`src/design/numeric_literal_parser_assert.svh`:
```
// assertion macros for the numeric literal parser
// used by numeric_literal_parser.sv; expects clk and rst in scope
`ifndef NUMERIC_LITERAL_PARSER_ASSERT_SVH
`define NUMERIC_LITERAL_PARSER_ASSERT_SVH

`ifndef SYNTHESIS
// check outside reset
`define NLP_ASSERT(label, prop) \
  label: assert property (@(posedge clk) disable iff (rst) prop) \
    else $error("numeric_literal_parser assertion failed");
// check at every edge, reset included
`define NLP_ASSERT_ALWAYS(label, prop) \
  label: assert property (@(posedge clk) prop) \
    else $error("numeric_literal_parser assertion failed");
`else
`define NLP_ASSERT(label, prop)
`define NLP_ASSERT_ALWAYS(label, prop)
`endif

`endif

```
`src/design/nlp_pkg.sv`:
```
// shared types, character constants and digit helpers for the numeric literal parser
// no dependencies
`default_nettype none

package nlp_pkg;

  // width of the running values
  localparam int VALUE_WIDTH = 32;
  localparam int OUT_WIDTH   = 32;
  localparam int NUM_OFFSETS = 3;

  // character codes
  localparam logic [7:0] CHAR_DOLLAR  = 8'h24;
  localparam logic [7:0] CHAR_HASH    = 8'h23;
  localparam logic [7:0] CHAR_PERCENT = 8'h25;
  localparam logic [7:0] CHAR_ZERO    = 8'h30;
  localparam logic [7:0] CHAR_NINE    = 8'h39;
  localparam logic [7:0] CHAR_UPPER_A = 8'h41;
  localparam logic [7:0] CHAR_UPPER_Z = 8'h5a;
  localparam logic [7:0] CHAR_LOWER_A = 8'h61;
  localparam logic [7:0] CHAR_LOWER_B = 8'h62;
  localparam logic [7:0] CHAR_LOWER_F = 8'h66;
  localparam logic [7:0] CHAR_LOWER_H = 8'h68;
  localparam logic [7:0] CHAR_LOWER_X = 8'h78;
  localparam logic [7:0] CASE_OFFSET  = 8'h20;

  // digit code for a character that is no hex digit
  localparam logic [4:0] DIGIT_NONE = 5'd16;
  localparam logic [4:0] DIGIT_TEN  = 5'd10;
  localparam logic [4:0] DIGIT_TWO  = 5'd2;

  // positions in the digit valid flags
  localparam int FLAG_HEX0  = 0;
  localparam int FLAG_BIN0  = 3;
  localparam int FLAG_DEC   = 6;
  localparam int FLAG_HEXBL = 7;
  localparam int FLAG_BINBL = 8;
  localparam int NUM_FLAGS  = 9;

  typedef logic [VALUE_WIDTH-1:0] value_t;

  typedef struct packed {
    logic [7:0] char_code;
    logic       end_of_token;
  } char_item_t;

  typedef struct packed {
    logic                 is_literal;
    logic [OUT_WIDTH-1:0] literal_value;
  } res_item_t;

  // token state after taking the current character
  typedef struct packed {
    logic [1:0]                   pos;
    logic [7:0]                   first_char;
    logic [7:0]                   second_char;
    logic [7:0]                   last_char;
    logic [NUM_OFFSETS-1:0][VALUE_WIDTH-1:0] hex_acc;
    logic [NUM_OFFSETS-1:0][VALUE_WIDTH-1:0] bin_acc;
    value_t                       dec_acc;
    value_t                       hex_bl;
    value_t                       bin_bl;
    logic [NUM_FLAGS-1:0]         flags;
  } acc_view_t;

  function automatic logic [7:0] to_lower(input logic [7:0] c);
    if (c >= CHAR_UPPER_A && c <= CHAR_UPPER_Z) begin
      return c + CASE_OFFSET;
    end
    return c;
  endfunction

  // hex digit value, or DIGIT_NONE
  function automatic logic [4:0] digit_of(input logic [7:0] c);
    logic [7:0] l;
    logic [7:0] t;
    l = to_lower(c);
    if (c >= CHAR_ZERO && c <= CHAR_NINE) begin
      t = c - CHAR_ZERO;
      return t[4:0];
    end
    if (l >= CHAR_LOWER_A && l <= CHAR_LOWER_F) begin
      t = l - CHAR_LOWER_A + 8'd10;
      return t[4:0];
    end
    return DIGIT_NONE;
  endfunction

endpackage

`default_nettype wire

```
`src/design/nlp_accum.sv`:
```
// token state: position, saved characters, digit accumulators and valid flags
// depends on nlp_pkg
`default_nettype none

module nlp_accum
  import nlp_pkg::*;
(
  input  wire logic       clk,
  input  wire logic       rst,
  input  wire logic       step,
  input  wire char_item_t item,
  output acc_view_t       view
);

  logic [1:0]           pos;
  logic [7:0]           first_char;
  logic [7:0]           second_char;
  logic [NUM_OFFSETS-1:0][VALUE_WIDTH-1:0] hex_acc;
  logic [NUM_OFFSETS-1:0][VALUE_WIDTH-1:0] bin_acc;
  value_t               dec_acc;
  logic [NUM_FLAGS-1:0] flags;

  logic [4:0]           digit;
  value_t               digit_ext;
  logic                 hex_ok;
  logic                 bin_ok;
  logic                 dec_ok;
  acc_view_t            view_next;

  // classify the character
  always_comb begin
    digit     = digit_of(item.char_code);
    digit_ext = {{(VALUE_WIDTH-5){1'b0}}, digit};
    hex_ok    = !digit[4];
    bin_ok    = digit < DIGIT_TWO;
    dec_ok    = digit < DIGIT_TEN;
  end

  // state with the current character folded in
  always_comb begin
    view_next             = '0;
    view_next.pos         = pos;
    view_next.last_char   = item.char_code;
    view_next.first_char  = (pos == 2'd0) ? item.char_code : first_char;
    view_next.second_char = (pos == 2'd1) ? item.char_code : second_char;
    view_next.hex_bl      = hex_acc[0];
    view_next.bin_bl      = bin_acc[0];
    view_next.flags       = flags;
    view_next.flags[FLAG_HEXBL] = flags[FLAG_HEX0];
    view_next.flags[FLAG_BINBL] = flags[FLAG_BIN0];
    for (int k = 0; k < NUM_OFFSETS; k++) begin
      view_next.hex_acc[k] = hex_acc[k];
      view_next.bin_acc[k] = bin_acc[k];
      if (pos >= 2'(k)) begin
        if (hex_ok) begin
          view_next.hex_acc[k] = {hex_acc[k][VALUE_WIDTH-5:0], digit[3:0]};
        end else begin
          view_next.flags[FLAG_HEX0+k] = 1'b0;
        end
        if (bin_ok) begin
          view_next.bin_acc[k] = {bin_acc[k][VALUE_WIDTH-2:0], digit[0]};
        end else begin
          view_next.flags[FLAG_BIN0+k] = 1'b0;
        end
      end
    end
    // times ten as two shifts and an add
    if (dec_ok) begin
      view_next.dec_acc = {dec_acc[VALUE_WIDTH-4:0], 3'b000}
                        + {dec_acc[VALUE_WIDTH-2:0], 1'b0} + digit_ext;
    end else begin
      view_next.dec_acc = dec_acc;
      view_next.flags[FLAG_DEC] = 1'b0;
    end
  end

  assign view = view_next;

  // state registers; cleared at reset and after the last character
  always_ff @(posedge clk) begin
    if (rst || (step && item.end_of_token)) begin
      pos         <= '0;
      first_char  <= '0;
      second_char <= '0;
      hex_acc     <= '0;
      bin_acc     <= '0;
      dec_acc     <= '0;
      flags       <= '1;
    end else if (step) begin
      pos         <= (pos == 2'd3) ? pos : pos + 2'd1;
      first_char  <= view_next.first_char;
      second_char <= view_next.second_char;
      hex_acc     <= view_next.hex_acc;
      bin_acc     <= view_next.bin_acc;
      dec_acc     <= view_next.dec_acc;
      flags       <= view_next.flags;
    end
  end

endmodule

`default_nettype wire

```
`src/design/nlp_select.sv`:
```
// picks the literal form of a finished token and its value
// depends on nlp_pkg
`default_nettype none

module nlp_select
  import nlp_pkg::*;
(
  input  acc_view_t view,
  output res_item_t res
);

  logic [7:0]                   second_lc;
  logic [7:0]                   last_lc;
  logic                         ok;
  value_t                       val;
  logic [VALUE_WIDTH+OUT_WIDTH-1:0] val_ext;

  // forms are tried in a fixed order
  always_comb begin
    second_lc = to_lower(view.second_char);
    last_lc   = to_lower(view.last_char);
    if (view.first_char == CHAR_DOLLAR || view.first_char == CHAR_HASH) begin
      ok  = (view.pos != 2'd0) && view.flags[FLAG_HEX0+1];
      val = view.hex_acc[1];
    end else if (view.first_char == CHAR_PERCENT) begin
      ok  = (view.pos != 2'd0) && view.flags[FLAG_BIN0+1];
      val = view.bin_acc[1];
    end else if (view.pos == 2'd0) begin
      ok  = view.flags[FLAG_DEC];
      val = view.dec_acc;
    end else if (last_lc == CHAR_LOWER_H) begin
      ok  = view.flags[FLAG_HEXBL];
      val = view.hex_bl;
    end else if (view.first_char == CHAR_ZERO && second_lc == CHAR_LOWER_X) begin
      ok  = view.flags[FLAG_HEX0+2];
      val = view.hex_acc[2];
    end else if (view.first_char == CHAR_ZERO && second_lc == CHAR_LOWER_B) begin
      ok  = view.flags[FLAG_BIN0+2];
      val = view.bin_acc[2];
    end else if (last_lc == CHAR_LOWER_B) begin
      ok  = view.flags[FLAG_BINBL];
      val = view.bin_bl;
    end else begin
      ok  = view.flags[FLAG_DEC];
      val = view.dec_acc;
    end
  end

  // fit the running value to the result width
  always_comb begin
    val_ext           = {{OUT_WIDTH{1'b0}}, val};
    res.is_literal    = ok;
    res.literal_value = ok ? val_ext[OUT_WIDTH-1:0] : '0;
  end

endmodule

`default_nettype wire

```
`src/design/numeric_literal_parser.sv`:
```
// top level of the numeric literal parser: input register, token state, result register
// depends on nlp_pkg, nlp_accum, nlp_select and numeric_literal_parser_assert.svh
`default_nettype none

// Takes one character of a token per item, end_of_token set on the last one,
// and returns one result item per token: whether the token is a numeric
// literal ($ # % prefixes, h and b suffixes, 0x and 0b prefixes, decimal) and
// its value modulo 2^32. One character is accepted every cycle while no last
// character waits in the input register on a stalled result; the token state
// (digit runs at offsets 0 to 2 plus decimal) is updated from the input
// register, and the result register takes the result as the last character
// leaves the input register, then holds a finished result while the next
// characters keep flowing. Only a stalled result blocks a further last character.
`include "numeric_literal_parser_assert.svh"

module numeric_literal_parser
  import nlp_pkg::*;
(
  input  wire logic       clk,
  input  wire logic       rst,
  input  wire logic       char_valid,
  output logic            char_ready,
  input  wire char_item_t char_item,
  output logic            res_valid,
  input  wire logic       res_ready,
  output res_item_t       res_item
);

  logic       s1_valid;
  char_item_t s1_item;
  logic       out_free;
  logic       s1_fire;
  acc_view_t  view;
  res_item_t  res_next;

  // handshake: a last character needs a free result register
  assign out_free   = !res_valid || res_ready;
  assign s1_fire    = s1_valid && (!s1_item.end_of_token || out_free);
  assign char_ready = !s1_valid || s1_fire;

  // input register
  always_ff @(posedge clk) begin
    if (rst) begin
      s1_valid <= 1'b0;
    end else if (char_ready) begin
      s1_valid <= char_valid;
    end
  end

  always_ff @(posedge clk) begin
    if (char_ready && char_valid) begin
      s1_item <= char_item;
    end
  end

  nlp_accum u_accum (
    .clk  (clk),
    .rst  (rst),
    .step (s1_fire),
    .item (s1_item),
    .view (view)
  );

  nlp_select u_select (
    .view (view),
    .res  (res_next)
  );

  // result register
  always_ff @(posedge clk) begin
    if (rst) begin
      res_valid <= 1'b0;
    end else if (s1_fire && s1_item.end_of_token) begin
      res_valid <= 1'b1;
    end else if (res_ready) begin
      res_valid <= 1'b0;
    end
  end

  always_ff @(posedge clk) begin
    if (s1_fire && s1_item.end_of_token) begin
      res_item <= res_next;
    end
  end

  // checks
  `NLP_ASSERT_ALWAYS(a_reset_empties, rst |=> !res_valid && !s1_valid)
  `NLP_ASSERT(a_res_from_last, $rose(res_valid) |-> $past(s1_valid && s1_item.end_of_token))
  `NLP_ASSERT(a_mid_char_drains, (s1_valid && !s1_item.end_of_token) |-> char_ready)
  `NLP_ASSERT(a_no_literal_zero, (res_valid && !res_item.is_literal) |-> (res_item.literal_value == '0))

endmodule

`default_nettype wire

```
`config.mk`:
```
export PLATFORM = sky130hd
export DESIGN_NAME = numeric_literal_parser
export DESIGN_NICKNAME = d
export VERILOG_FILES = /design/src/design/nlp_pkg.sv /design/src/design/nlp_accum.sv /design/src/design/nlp_select.sv /design/src/design/numeric_literal_parser.sv
export VERILOG_INCLUDE_DIRS = /design/src /design/src/design
export SDC_FILE = /design/constraint.sdc
export NUM_CORES = 1
export LEC_CHECK = 0
export ABC_AREA = 1
export BUFFER_PORTS_ARGS = -buffer_cell sky130_fd_sc_hd__buf_2
export CORE_ASPECT_RATIO = 0.75
export CORE_MARGIN = 2
export CORE_UTILIZATION = 50
export DETAILED_ROUTE_END_ITERATION = 8
export GPL_ROUTABILITY_DRIVEN = 1
export GPL_TIMING_DRIVEN = 0
export PLACE_DENSITY = 0.74
export SYNTH_ARGS = -nofsm -noshare
export SYNTH_HDL_FRONTEND = slang
export SYNTH_SLANG_ARGS = --single-unit
export TNS_END_PERCENT = 100
```
`constraint.sdc`:
```
create_clock -name clk -period 11.8 [get_ports clk]
set_input_delay 0 -clock clk [delete_from_list [all_inputs] [get_ports clk]]
set_output_delay 0 -clock clk [all_outputs]
set_load 0.01 [all_outputs]
```
==> key figures <==
Status
  • Status: finished, violations left
  • Failing checks: negative hold slack

Logic synthesis
  • FF+latch count, synth: just under 300
  • Area of the mapped netlist: ~18000 µm²
  • Post-synth net total: ~2.9k
  • Yosys synthesis warning count: 0
  • Netlist cell types: 44
  • Register area share after synthesis: 34.6%
  • Area share of the largest cell type after synthesis: between 20% and 30%
  • Main area contributors after synthesis: dfxtp_1, nand2_1, o21ai_0, inv_1, edfxtp_1
  • Syn_area_per_cell: approximately 6.4 µm²
  • Yosys top cell by area: dfxtp_1
  • Mapped Cells: around 2.8k

Timing
  • Final Hold Violating Endpoints: 2
  • WHS: -0.00806 ns
  • Layout Skew: ~0.026 ns
  • Final min period: 6.49 ns
  • Tcrit/Tclk final: between 50 and 60%
  • RSZ-0062 raised after global routing: no
  • Worst setup margin: 5.31 ns
  • Rel. slew slack: between 20 and 30%
  • Pins Over Slew Limit: 0
  • Worst-Margin Slew: about 1.1 ns
  • Max Clock Freq: about 150 MHz
  • Final setup TNS: 0 ns
  • Final setup viols: 0

Critical path
  • Largest delay share family, worst path: compound AO/OA/AOI/OAI gates
  • Max incr delay on CP: ~0.54 ns
  • Worst path required time: 12.15 ns
  • R2R Setup Slk: 5.31 ns
  • Critical Path AT: a little under 7 ns
  • R2R Path End: res_item[22]
  • Critical-path top delay cell: xor2_1
  • Worst r2r src: s1_item[1]
  • Most used cell along the critical path: nand2_1
  • Critical Path Source Type: register
  • CP max FO: 7
  • CP Class: reg2reg
  • Reg2reg path depth: 28
  • CP endpoint kind: register
  • Worst path bufs/invs: 3

Global route
  • Global-route wire length before repair: 100 mm
  • Met1 GRT Util: between 50% and 60%
  • GR Util met2: around 47%
  • Grt ovf: 0
  • All-layer global routing usage: about a third
  • GRT busiest layer: met1
  • Vias in the first global route: 17.1k
  • Largest net degree at the start of global routing: 35
  • Initial antenna violation count: 2
  • Grt met3 use: about a tenth

Die
  • Die width: 224 µm
  • I/O pin cnt: 48
  • Site Rows: 60
  • Initial Util: 50.7%
  • Die Y: 169 µm
  • Core ar.: 35800 µm²
  • Die footprint: 37900 µm²

Route
  • DRT antenna net count: 0
  • Drt wl/cell: roughly 20 µm
  • Iteration-0 DRC Markers: 2562
  • DRC viols: 0
  • Via density: 5.69
  • Post-Route WL: roughly 67 mm
  • Pre-Repair DR Iteration Count: 6
  • Routed vias: ~19k

Cells and area
  • Diode count: 0
  • Share of cells above drive strength 1: 5.59%
  • Most common cell after layout, fill and taps aside: nand2_1
  • Nets: around 3k
  • Most frequent cells in the layout: nand2_1, inv_1, o21ai_0, dfxtp_1, nor2_1
  • Layout area overhead: 11.2%

CTS
  • CTS Buf Count: 31
  • CTS Sinks: between 200 and 300
  • Bufs on Longest Clock Path: 3
  • Clock-pin slew on the worst setup and hold paths: around 0.070 ns
  • Latest clock arrival within the worst-skew pair: about 0.6 ns
  • H-tree depth: 1
  • Root buffer cell: clkbuf_16
  • Setup repair bufs after CTS: 0
  • CTS tree: built

Pwr
  • Max VDD drop: roughly 0.12 mV
  • Power Density: roughly 130 nW/µm²
  • P_leak: 0.0101 µW

Placement
  • Input/output buffers: 47
  • Dpl hpwl: 52.5 mm
  • Gp weighted congestion: around 1.0
  • Place WS: ~5.4 ns

Worst hold path
  • Min-Delay Endpoint: s1_item[0]
  • Worst Hold Class: in2reg
  • Worst Hold Launch: char_valid
  • Hold path cells: 3

Flow run
  • Total of max-cap violations: 0
==> state kept, by name, summed over array words and instances (netlist names) <==
name and count:
u_accum.second_char 8, u_accum.bin_acc 64, u_accum.dec_acc 32, res_item 33, u_accum.hex_acc 64, u_accum.pos 2
s1_item 9, res_valid 1, u_accum.flags 7, s1_valid 1, u_accum.view 64, u_accum.first_char 8
==> final cells by class <==
type / count / area (µm²)
clock inverter: 16 / 206
sequential: 293 / 6290
clock buffer: 41 / 875
tap: 465 / 582
timing repair buffer: 60 / 375
multi-input combinational: 1886 / 9430
inverter: 479 / 1800
buffer: 160 / 656
fill: 3470 / 15600
==> routing by layer <==
metal,wire [µm],up-vias
met5,0,-
met4,1960,0
met3,9160,106
met2,25300,1043
met1,30300,8975
li1,-,9217
==> where the power goes <==
group | leakage [µW] | total (µW) | internal [µW] | switching, µW
logic | 0.00705 | 524 | 151 | 372
clock network | 0.000536 | 1050 | 611 | 442
registers | 0.00247 | 1100 | 1060 | 31.6
total | 0.0101 | 2670 | 1830 | 846
==> cells by family after synthesis <==
family                   synth area share [%]
AND/OR/NAND/NOR                          24.1
multiplexers                            0.220
buffers and inverters                    13.5
flip-flops                               34.6
XOR/XNOR                                 1.49
AO/OA/AOI/OAI                            21.0
adder cells (fa/ha/maj)                  5.08
==> cell usage after synthesis (all sizes together) <==
master  instances
o21ai         411
a41oi           1
nor3            8
a21oi         203
a221oi          1
nand4          22
o31ai           2
o21bai         19
buf            44
xor2           18
ha             69
a31oi           1
clkbuf        116
o211ai         66
nor4            6
or2             6
o21a            3
xnor2          13
edfxtp         42
nor2          226
nand2         650
a21boi          2
fa              3
inv           476
dfxtp         251
and2            1
nand3         143
a21o            3
clkinv          3
mux2i           4
nand3b          5
==> metrics by stage <==
stage	util, %	hold slack [ns]	instances	cell area (µm²)	power [µW]
floorplan	-	0.0691	2818	18200	1440
global placement	53.0	0.176	3330	19000	1600
detailed placement	53.0	0.172	3330	19000	1620
CTS	56.4	0.00447	3399	20200	2660
global route	56.4	0.0628	3400	20200	2780
finish	56.4	-0.00806	3400	20200	2670
==> what timing repair did <==
item / CTS / global route
endpoints found under the hold margin: 11 / 0
gates resized for setup: 0 / 0
hold buffers: 12 / 0
endpoints found under the setup margin: 0 / 0
==> tightest hold or removal path, cell delays in order <==
cell	delay, ns
buf_2	0.09
nand2_1	0.07
inv_1	0.20
==> worst max-delay path by stage <==
stage | startpoint | to | slack (ns) | cells past startpoint
2_1_floorplan | s1_item[2] | res_item[20] | 6.92 | 35
3_3_place_gp | s1_item[1] | res_item[22] | 5.50 | 28
3_5_place_dp | s1_item[1] | res_item[22] | 5.45 | 28
4_1_cts | s1_item[1] | res_item[22] | 5.39 | 28
5_1_grt | s1_item[2] | res_item[22] | 5.01 | 31
6_report | s1_item[1] | res_item[22] | 5.31 | 28
(Power assumes the default switching activity.)
